`config.mk`:
```
export PLATFORM = sky130hd
export DESIGN_NAME = ordered_value_list
export DESIGN_NICKNAME = d
export VERILOG_FILES = /design/src/rtl/ovl_pkg.sv /design/src/rtl/ordered_value_list.sv
export SDC_FILE = /design/constraint.sdc
export NUM_CORES = 1
export LEC_CHECK = 0
export ABC_CLOCK_PERIOD_IN_PS = 5000
export BUFFER_PORTS_ARGS = -buffer_cell sky130_fd_sc_hd__buf_2
export CORE_MARGIN = 5
export CORE_UTILIZATION = 63
export CTS_BUF_LIST = sky130_fd_sc_hd__clkbuf_2
export DETAILED_ROUTE_END_ITERATION = 10
export GPL_TIMING_DRIVEN = 1
export PLACE_DENSITY = 0.81
export REMOVE_ABC_BUFFERS = 1
export SLEW_MARGIN = 20
export SYNTH_ARGS = -nofsm -noshare
export SYNTH_HDL_FRONTEND = slang
export SYNTH_SLANG_ARGS = --single-unit
```
`constraint.sdc`:
```
create_clock -name i_clk -period 5 [get_ports i_clk]
set_input_delay 0.5 -clock i_clk [delete_from_list [all_inputs] [get_ports i_clk]]
set_output_delay 0.5 -clock i_clk [all_outputs]
set_load 0.005 [all_outputs]
```
`src/rtl/ovl_pkg.sv`:
```
// Shared constants and codes for the ordered value list.
`timescale 1ns / 1ps

package ovl_pkg;

    localparam int CAPACITY = 16;
    localparam int IDX_W    = $clog2(CAPACITY);
    localparam int CNT_W    = $clog2(CAPACITY + 1);

    localparam int REQ_W    = 2;
    localparam int VALUE_W  = 32;
    localparam int STATUS_W = 3;
    localparam int ENTRY_W  = 5;

    localparam logic [REQ_W-1:0] REQ_APPEND = 2'd0;
    localparam logic [REQ_W-1:0] REQ_REMOVE = 2'd1;
    localparam logic [REQ_W-1:0] REQ_SEARCH = 2'd2;
    localparam logic [REQ_W-1:0] REQ_NOP    = 2'd3;

    localparam logic [STATUS_W-1:0] ST_DONE     = 3'd0;
    localparam logic [STATUS_W-1:0] ST_FOUND    = 3'd1;
    localparam logic [STATUS_W-1:0] ST_NOTFOUND = 3'd2;
    localparam logic [STATUS_W-1:0] ST_EMPTY    = 3'd3;
    localparam logic [STATUS_W-1:0] ST_FULL     = 3'd4;

endpackage

```
`src/rtl/ordered_value_list.sv`:
```
// Ordered value list: insertion-ordered store with append, remove and search.
//
// Input channel: i_in_valid / o_in_stall carries one request transaction
// (i_req_type, i_item_value). o_in_stall is high while a request is being
// worked on, so requests are taken one at a time.
// Output channel: o_out_valid / i_out_stall carries one result transaction
// (o_status, o_entry_count) per request, held in an output register.
// A new request is taken while an earlier result still waits in it.
// Append, no-op and refused requests go from idle straight to the response
// state and on to the result register. Search walks the stored entries
// through one read port and one comparator at one entry per cycle. Remove
// continues from the match with a compaction pass through the same port,
// one entry moved per cycle; the entry just past the match is read again
// at the start of the pass. The single memory read port and the shared
// comparator set this pace.
// While the receiver stalls, a finished result waits in the sequencer
// before the output register frees up; the next request is not taken then.
// Reset clears the entry count and all handshake state; stored entries
// are not cleared, and only entries below the count are ever compared or moved.
`timescale 1ns / 1ps

module ordered_value_list (
    input  logic                                i_clk,
    input  logic                                i_rst_n,
    input  logic                                i_in_valid,
    output logic                                o_in_stall,
    input  logic [ovl_pkg::REQ_W-1:0]           i_req_type,
    input  logic signed [ovl_pkg::VALUE_W-1:0]  i_item_value,
    output logic                                o_out_valid,
    input  logic                                i_out_stall,
    output logic [ovl_pkg::STATUS_W-1:0]        o_status,
    output logic [ovl_pkg::ENTRY_W-1:0]         o_entry_count
);

    typedef enum logic [1:0] {
        S_IDLE,
        S_SCAN,
        S_SHIFT,
        S_RESP
    } t_state;

    localparam int IDX_W = ovl_pkg::IDX_W;
    localparam int CNT_W = ovl_pkg::CNT_W;

    // entry store
    logic [ovl_pkg::VALUE_W-1:0] r_mem [ovl_pkg::CAPACITY];
    logic [ovl_pkg::VALUE_W-1:0] r_rd_data;

    t_state                          r_state,      n_state;
    logic [CNT_W-1:0]                r_count,      n_count;
    logic [CNT_W-1:0]                r_rd_idx,     n_rd_idx;
    logic [CNT_W-1:0]                r_dv_idx,     n_dv_idx;
    logic                            r_dv,         n_dv;
    logic [ovl_pkg::REQ_W-1:0]       r_req,        n_req;
    logic [ovl_pkg::VALUE_W-1:0]     r_value,      n_value;
    logic [ovl_pkg::STATUS_W-1:0]    r_res_status, n_res_status;
    logic                            r_out_valid,  n_out_valid;
    logic [ovl_pkg::STATUS_W-1:0]    r_status,     n_status;
    logic [ovl_pkg::ENTRY_W-1:0]     r_entry_cnt,  n_entry_cnt;

    logic                            mem_we;
    logic [IDX_W-1:0]                mem_waddr;
    logic [ovl_pkg::VALUE_W-1:0]     mem_wdata;
    logic [IDX_W-1:0]                rd_addr;
    logic                            in_take;
    logic                            out_free;
    logic                            dv_last;
    logic                            dv_hit;

    assign in_take  = i_in_valid && (r_state == S_IDLE);
    assign out_free = !r_out_valid || !i_out_stall;
    assign rd_addr  = r_rd_idx[IDX_W-1:0];
    assign dv_hit   = r_dv && (r_rd_data == r_value);
    assign dv_last  = r_dv && (CNT_W'(r_dv_idx + 1'b1) == r_count);

    always_comb begin
        n_state      = r_state;
        n_count      = r_count;
        n_rd_idx     = r_rd_idx;
        n_dv_idx     = r_dv_idx;
        n_dv         = 1'b0;
        n_req        = r_req;
        n_value      = r_value;
        n_res_status = r_res_status;
        n_out_valid  = r_out_valid;
        n_status     = r_status;
        n_entry_cnt  = r_entry_cnt;
        mem_we       = 1'b0;
        mem_waddr    = r_count[IDX_W-1:0];
        mem_wdata    = i_item_value;

        // drop the held result once it is taken
        if (r_out_valid && !i_out_stall) begin
            n_out_valid = 1'b0;
        end

        case (r_state)
            S_IDLE: begin
                if (in_take) begin
                    n_req    = i_req_type;
                    n_value  = i_item_value;
                    n_rd_idx = '0;
                    n_state  = S_RESP;
                    case (i_req_type)
                        ovl_pkg::REQ_APPEND: begin
                            if (r_count >= CNT_W'(ovl_pkg::CAPACITY)) begin
                                n_res_status = ovl_pkg::ST_FULL;
                            end else begin
                                mem_we       = 1'b1;
                                n_count      = CNT_W'(r_count + 1'b1);
                                n_res_status = ovl_pkg::ST_DONE;
                            end
                        end
                        ovl_pkg::REQ_REMOVE: begin
                            if (r_count == '0) begin
                                n_res_status = ovl_pkg::ST_EMPTY;
                            end else begin
                                n_state = S_SCAN;
                            end
                        end
                        ovl_pkg::REQ_SEARCH: begin
                            if (r_count == '0) begin
                                n_res_status = ovl_pkg::ST_NOTFOUND;
                            end else begin
                                n_state = S_SCAN;
                            end
                        end
                        default: begin
                            n_res_status = ovl_pkg::ST_DONE;
                        end
                    endcase
                end
            end
            S_SCAN: begin
                if (dv_hit) begin
                    if (r_req == ovl_pkg::REQ_SEARCH) begin
                        n_res_status = ovl_pkg::ST_FOUND;
                        n_state      = S_RESP;
                    end else begin
                        // start compaction just past the match
                        n_rd_idx = CNT_W'(r_dv_idx + 1'b1);
                        n_dv_idx = r_dv_idx;
                        n_state  = S_SHIFT;
                    end
                end else if (dv_last) begin
                    n_res_status = ovl_pkg::ST_NOTFOUND;
                    n_state      = S_RESP;
                end else begin
                    if (r_rd_idx < r_count) begin
                        n_dv     = 1'b1;
                        n_dv_idx = r_rd_idx;
                        n_rd_idx = CNT_W'(r_rd_idx + 1'b1);
                    end
                end
            end
            S_SHIFT: begin
                // move the entry read last cycle down one place
                if (r_dv) begin
                    mem_we    = 1'b1;
                    mem_waddr = IDX_W'(r_dv_idx - 1'b1);
                    mem_wdata = r_rd_data;
                end
                if (r_rd_idx >= r_count) begin
                    n_count      = CNT_W'(r_count - 1'b1);
                    n_res_status = ovl_pkg::ST_DONE;
                    n_state      = S_RESP;
                end else begin
                    n_dv     = 1'b1;
                    n_dv_idx = r_rd_idx;
                    n_rd_idx = CNT_W'(r_rd_idx + 1'b1);
                end
            end
            S_RESP: begin
                if (out_free) begin
                    n_out_valid = 1'b1;
                    n_status    = r_res_status;
                    n_entry_cnt = ovl_pkg::ENTRY_W'(r_count);
                    n_state     = S_IDLE;
                end
            end
            default: begin
                n_state = S_IDLE;
            end
        endcase
    end

    always_ff @(posedge i_clk) begin
        if (!i_rst_n) begin
            r_state     <= S_IDLE;
            r_count     <= '0;
            r_rd_idx    <= '0;
            r_dv_idx    <= '0;
            r_dv        <= 1'b0;
            r_out_valid <= 1'b0;
        end else begin
            r_state     <= n_state;
            r_count     <= n_count;
            r_rd_idx    <= n_rd_idx;
            r_dv_idx    <= n_dv_idx;
            r_dv        <= n_dv;
            r_out_valid <= n_out_valid;
        end
        r_req        <= n_req;
        r_value      <= n_value;
        r_res_status <= n_res_status;
        r_status     <= n_status;
        r_entry_cnt  <= n_entry_cnt;
    end

    always_ff @(posedge i_clk) begin
        if (mem_we) begin
            r_mem[mem_waddr] <= mem_wdata;
        end
        r_rd_data <= r_mem[rd_addr];
    end

    assign o_in_stall    = (r_state != S_IDLE);
    assign o_out_valid   = r_out_valid;
    assign o_status      = r_status;
    assign o_entry_count = r_entry_cnt;

    a_count_bound: assert property (@(posedge i_clk) disable iff (!i_rst_n)
        r_count <= CNT_W'(ovl_pkg::CAPACITY))
        else $error("entry count exceeds capacity");

    a_full_count: assert property (@(posedge i_clk) disable iff (!i_rst_n)
        (o_out_valid && o_status == ovl_pkg::ST_FULL)
            |-> o_entry_count == ovl_pkg::ENTRY_W'(ovl_pkg::CAPACITY))
        else $error("full status with list not at capacity");

    a_empty_count: assert property (@(posedge i_clk) disable iff (!i_rst_n)
        (o_out_valid && o_status == ovl_pkg::ST_EMPTY) |-> o_entry_count == '0)
        else $error("empty status with entries held");

    a_count_step: assert property (@(posedge i_clk) disable iff (!i_rst_n)
        !$stable(r_count) |-> (r_count == CNT_W'($past(r_count) + 1'b1)
            || r_count == CNT_W'($past(r_count) - 1'b1) || $past(!i_rst_n)))
        else $error("entry count moved by more than one");

endmodule

```
==> Flow_metrics.wiki, run 1 <==
{| class="wikitable"
! Metric !! Value
|-
| Count of flip-flops with a built-in enable after synthesis || ~560
|-
| Distinct cells, synth || 57
|-
| Path type of the worst min-delay path || primary input to flip-flop
|-
| Worst VDD drop || 0.2937 mV
|-
| Core footprint || 37490 sq um
|-
| Most used DFF post-synth || edfxtp_1
|-
| Actual slew at the worst max-slew pin || roughly 1100 ps
|-
| Share of final-layout standard cells stronger than drive strength 1 || 0.3679
|-
| Share of flip-flops with an asynchronous set or reset after synthesis || 0
|-
| RSZ-0062 raised after global routing || no
|-
| Detailed-route wire length per cell || 26.25 microns
|-
| Commonest cells after routing, fill and taps aside || 557 x edfxtp_1, 217 x clkbuf_2, 160 x mux4_2
|-
| Die area || about 42000 sq um
|-
| Total via count after detailed routing || 12.03k
|-
| Number of CTS-inserted buffers || about 150
|-
| Total routing usage reported by global routing || 0.2535
|-
| Post-Place Setup Slack || 1361 ps
|-
| Most common cell after layout, fill and taps aside || edfxtp_1
|-
| Signal arrival time at the worst endpoint || about 4500 ps
|-
| Final wirelength || 51.20 mm
|-
| Remaining number of nets flagged by the antenna check after routing || 0
|-
| Largest driver fanout on the critical path || 23
|-
| Filler instances || 2261
|-
| Die W || 204.4 microns
|-
| Cell Rows || between 70 and 80
|-
| Final count of hold timing violations || 0
|-
| Setup bufs post-CTS || 0
|-
| Crit path launch type || flip-flop
|-
| Clock net sink count || ~600
|-
| Final count of pins violating max slew || 0
|-
| Gate count after technology mapping || roughly 1.1k
|-
| Die span in y || ~200 microns
|-
| Number of setup violations in the final report || 0
|-
| Effective utilization at floorplan || 0.6351
|-
| DRT Pass-1 Iters || 5
|-
| Flops & latches, synth || 608
|-
| CTS H-tree depth || 4
|-
| GPL Wtd Cong || 0.8585
|-
| Via count of the first global-routing pass || between 10k and 15k
|-
| Worst Hold Margin || 178.0 ps
|-
| GRT overflow || 0
|-
| Port bufs || 47
|-
| Element type at the critical path end || flip-flop
|-
| Part of the Yosys area used for sequential elements || 0.7453
|-
| Worst setup slack after layout || 1222 ps
|-
| Setup clock skew after layout || 84.60 ps
|-
| Yosys warning total || 0
|-
| Maximum clock path buffer count || 3
|-
| Number of I/O pins || 48
|-
| Sum of net half-perimeters after detailed placement || 29.88 mm
|-
| Growth of design area from synthesis to finish || 11.64%
|-
| Global-route wire length before repair || between 70 and 80 mm
|-
| Clock transition at path regs || 110 ps
|-
| Number of DRC violations after detailed-routing iteration 0 || 1468
|-
| Outcome || complete, no violations
|-
| Max_slew headroom || 0.2715
|-
| Fin crit period || 3778 ps
|-
| Highest clock rate || 264.7 MHz
|-
| Clock latency of the later-clocked register in the worst-skew pair || 1060 ps
|-
| Critical path required time || 5700 ps
|-
| Syn_area_per_cell || 21.13 sq um
|-
| P per Cell Area || 457.0 nW/um^2
|-
| Maximum number of pins on one net before global-route repair || 61
|-
| Cell area after synthesis || ~24000 sq um
|-
| Maxcap violations || 0
|-
| Critical path start-end classification || flip-flop to flip-flop
|-
| Cell at the root of the clock tree || clkbuf_2
|-
| Via/cell ratio || about 6
|-
| Nets || 1391
|-
| Number of antenna violations at the first check in global routing || 2
|-
| DRC Markers || 0
|-
| Final critical-path share of the clock period || 0.7555
|-
| CTS tree || yes
|-
| Leak || between 8 and 9 nW
|}
[final timing paths]
kind,endpoint,slack (ps),from,depth (start not counted)
min,r_value[26],180,i_item_value[26],2
max reg2reg,r_mem[9][28],1220,r_state[0],7
min reg2reg,o_status[2],440,r_res_status[2],0
max,r_mem[9][28],1220,r_state[0],7
[cell usage after synthesis (5+ instances only)]
library cell / count / area (sq um)
ha_1: 20 / 250.2
dfxtp_1: 51 / 1021
mux4_2: 160 / 3603
a21oi_1: 19 / 95.09
xor2_1: 21 / 183.9
nor3_1: 5 / 25.02
o21ai_0: 7 / 35.03
buf_1: 11 / 41.29
buf_2: 8 / 40.04
clkbuf_1: 29 / 108.9
nand4_1: 5 / 31.28
nand3_1: 12 / 60.06
inv_1: 25 / 93.84
xnor2_1: 27 / 236.5
edfxtp_1: 557 / 16730
mux2_2: 32 / 360.4
mux2i_1: 9 / 90.09
nand2_1: 31 / 116.4
nor2_1: 31 / 116.4
[layer usage]
metal	part of all wire	vias up	global-route usage
li1	-	5140	-
met1	0.39	6133	0.3482
met2	0.49	662	0.3922
met3	0.095	89	0.07379
met4	0.032	2	0.09978
met5	0.0011	-	0.01071
[kinds of logic after synthesis]
group                      after synthesis  synth area share
muxes                                  201            0.1703
and+or+nand+nor                        113           0.02370
AOI/OAI and AO/OA                       60           0.01739
DFF                                    608            0.7453
xor gates and xnor gates                50           0.01955
buffers and inverters                   74           0.01240
adders and majority gates               21           0.01135
[where the power goes]
part           internal [mW]  switching [mW]  leakage [nW]  total, mW
clock network           1.36            1.87          1.03       3.23
logic                   1.25            1.42          2.22       2.68
registers               5.90           0.339          5.46       6.24
[worst max-delay path, stage by stage (launching register included)]
cell and delay (ps):
dfxtp_1 360, inv_1 150, ha_1 510, nand2_2 490
o21ai_0 430, nand2_1 310, nor2_4 870, buf_4 320
[metrics by stage]
stage            util  power (mW)  setup TNS (ps)  std cells  cell area [sq um]
6_report       0.7091       12.15               0       1950              26580
5_1_grt        0.7091       12.75               0       1950              26580
4_1_cts        0.7068       12.22               0       1946              26500
3_5_place_dp   0.6611       9.002               0       1656              24780
3_3_place_gp   0.6611       8.916               0       1656              24780
2_1_floorplan       -       8.372          -93630       1078              23610
[area by class of cell]
| cell class | count | area (sq um) | share of cell area |
|---|---|---|---|
| Antenna cell | 1 | 2.502 | 0.00009414 |
| Timing Repair Buffer | 107 | 850.8 | 0.03201 |
| Tap cell | 511 | 639.4 | 0.02405 |
| Clock inverter | 36 | 257.7 | 0.009696 |
| Clock buffer | 217 | 1086 | 0.04086 |
| Multi-Input combinational cell | 445 | 5892 | 0.2217 |
| Sequential cell | 608 | 17760 | 0.6681 |
| Inverter | 25 | 93.84 | 0.003530 |
[flip-flops by register name, summed over array words and instances (netlist names)]
signal / flops
r_mem: 512
r_rd_data: 32
r_value: 32
o_entry_count: 5
r_count: 5
r_dv_idx: 5
r_rd_idx: 5
o_status: 3
r_res_status: 3
r_req: 2
r_state: 2
o_out_valid: 1
r_dv: 1
[what timing repair did]
item,CTS,global route
hold buffers,37,0
gates resized for setup,0,0
endpoints found under the hold margin,330,0
No activity file was read; power rests on OpenSTA's default activity.
==> run 2, diff against run 1 <==
Settings changed: ABC_CLOCK_PERIOD_IN_PS 5000 to 3300, CORE_UTILIZATION 63 to 58, PLACE_DENSITY 0.81 to 0.79.
Clock period 5 ns to 3.3 ns, I/O delays scaled along.
==> run 2 against run 1 <==
Net effect:
- maximum frequency up 30%
- wire length grew 3.6%
- sequential power is 50% higher
==> Flow_metrics.wiki, run 2 (synthesized netlist as in run 1, its figures left out) <==
{| class="wikitable"
! Metric !! Value
|-
| Outcome || complete, no violations
|-
| Most common cell after layout, fill and taps aside || edfxtp_1
|-
| Maxcap violations || 0
|-
| Flip-flop count of the largest register after layout || 512
|-
| DRT Pass-1 Iters || 5
|-
| Number of antenna violations at the first check in global routing || 1
|-
| Critical path required time || ~4200 ps
|-
| Max_slew headroom || 0.3311
|-
| Crit path launch type || flip-flop
|-
| FF-to-FF End || r_rd_idx[3]
|-
| Number of DRC violations after detailed-routing iteration 0 || between 1k and 1.5k
|-
| Commonest cells after routing, fill and taps aside || 557 x edfxtp_1, 235 x clkbuf_2, 160 x mux4_2
|-
| Final count of pins violating max slew || 0
|-
| Remaining number of nets flagged by the antenna check after routing || 0
|-
| Core footprint || 40740 sq um
|-
| Worst VDD drop || 0.3787 mV
|-
| Most flop-heavy register || r_mem
|-
| Cell at the root of the clock tree || clkbuf_2
|-
| Clock transition at path regs || 100 ps
|-
| Cells along the critical path || xnor2_1, or4b_1, nor4_2, nand3_1, a21o_2, and2_1, a211oi_2
|-
| Critical path start-end classification || flip-flop to flip-flop
|-
| Stages on the worst setup path || 7
|-
| Final critical-path share of the clock period || 0.8799
|-
| Die area || 45210 sq um
|-
| Slowest library cell on the worst path || or4b_1
|-
| CTS H-tree depth || 4
|-
| Number of I/O pins || 48
|-
| Reg-to-reg slack, setup || approximately 400 ps
|-
| Post-layout utilization of the core || 0.6671
|-
| Setup clock skew after layout || 66.38 ps
|-
| Growth of design area from synthesis to finish || 14.14%
|-
| Post-Place Setup Slack || about 520 ps
|-
| Via/cell ratio || about 6.2
|-
| CTS tree || yes
|-
| Setup tns final || 0 ps
|-
| Resize count post-CTS || 0
|-
| Signal arrival time at the worst endpoint || 3820 ps
|-
| Setup bufs post-CTS || 0
|-
| RSZ-0062 raised after global routing || no
|-
| Launch point of the worst reg-to-reg path || r_value[24]
|-
| Element type at the critical path end || flip-flop
|-
| Worst Reg-to-Reg Cells || 7
|-
| P per Cell Area || 677.5 nW/um^2
|-
| Leak || approximately 9.0 nW
|-
| Clock net sink count || 608
|-
| Sum of net half-perimeters after detailed placement || 27.33 mm
|-
| Largest driver fanout on the critical path || 11
|-
| Die span in y || 212.6 microns
|-
| Path type of the worst min-delay path || primary input to flip-flop
|-
| Nets || about 1.4k
|-
| Detailed-route wire length per cell || 26.20 microns
|-
| Global-route wire length before repair || 79.38 mm
|-
| Share of final-layout standard cells stronger than drive strength 1 || 0.3660
|-
| Critical Path Start || r_value[24]
|-
| Clock latency of the later-clocked register in the worst-skew pair || approximately 1000 ps
|-
| Worst setup slack after layout || around 400 ps
|-
| Family of cells with the greatest summed delay on the critical path || simple AND/OR/NAND/NOR gates
|-
| Final wirelength || 53.05 mm
|-
| Total via count after detailed routing || 12.50k
|-
| Total routing usage reported by global routing || 0.2406
|-
| Maximum number of pins on one net before global-route repair || 66
|-
| Capturing element of the worst setup path || r_rd_idx[3]
|-
| Port bufs || 47
|-
| Effective utilization at floorplan || 0.5845
|-
| Final count of hold timing violations || 0
|-
| Cell Rows || 74
|-
| Number of CTS-inserted buffers || approximately 150
|-
| GRT overflow || 0
|-
| Actual slew at the worst max-slew pin || 1003 ps
|-
| WP buf/inv || 0
|-
| Number of setup violations in the final report || 0
|-
| Maximum clock path buffer count || 3
|-
| Via count of the first global-routing pass || around 13k
|-
| Biggest registers after layout || r_mem x512, r_rd_data x32, r_value x32
|-
| GPL Wtd Cong || 0.8794
|-
| Highest clock rate || between 300 and 400 MHz
|-
| Delay of the slowest critical-path stage || between 500 and 600 ps
|-
| Die W || 212.6 microns
|-
| Fin crit period || between 2000 and 3000 ps
|-
| DRC Markers || 0
|}
## run 2: cell count changes in the layout (fill, tap and decap cells not counted)
cell           previous run  this run
buf_12                    1        20
clkinv_2                  4         2
buf_16                    3         0
bufinv_16                 4         2
dfxtp_2                   1         2
dfxtp_4                   3         2
buf_4                    19         7
clkbuf_2                217       235
clkinv_4                  1         0
dlygate4sd3_1            37        71
clkinv_1                 19        22
## run 2: layer usage
metal / part of all wire / vias to the layer above / wire [microns] / GRT usage
li1: - / 5233 / - / -
met4: 0.027 / 2 / 1443 / 0.09005
met3: 0.093 / 121 / 4934 / 0.04914
met5: 0.0011 / - / 57 / 0.01293
met2: 0.50 / 711 / 26260 / 0.3851
met1: 0.38 / 6428 / 20350 / 0.3342
## run 2: area by class of cell
type                            count  area [sq um]
Multi-Input combinational cell    445          5892
Fill cell                        2676         13560
Clock inverter                     34         190.2
Antenna cell                        1         2.502
Tap cell                          532         665.6
Inverter                           25         93.84
Clock buffer                      235          1176
Timing Repair Buffer              145          1399
Sequential cell                   608         17760
## run 2: report_power, final
group          total [mW]  internal (mW)  switching [mW]  leakage [nW]
clock network        4.88           2.03            2.85          1.07
registers            9.33           8.94           0.383          5.46
logic                4.21           1.98            2.23          2.42
total                18.4           12.9            5.46          8.95
## run 2: per-stage QoR
stage	cells	cell area, sq um	power, mW	hold slack (ps)
after floorplan	1078	23610	12.69	400.3
after global placement	1684	25100	13.50	401.8
after detailed placement	1684	25100	13.63	405.7
after CTS	2024	27170	18.57	11.18
after global routing	2025	27180	19.30	25.43
final	2025	27180	18.41	101.4
## run 2: worst register-to-register path: stages, from the launching register on
cell and delay (ps):
edfxtp_1 400, xnor2_1 330, or4b_1 510, nor4_2 290, nand3_1 440, a21o_2 400, and2_1 230, a211oi_2 190
## run 2: how the worst min path moves through the flow
stage	start	end	slack [ps]	cells after the start
floorplan	r_res_status[0]	o_status[0]	400	0
CTS	i_item_value[23]	r_value[23]	10	2
global placement	r_res_status[1]	o_status[1]	400	0
global route	i_item_value[23]	r_value[23]	30	2
finish	i_item_value[23]	r_value[23]	100	2
detailed placement	r_res_status[1]	o_status[1]	410	0
## run 2: what timing repair did
item	CTS	global route
endpoints found under the setup margin	0	0
hold buffers	71	0
hold endpoints to repair	579	0
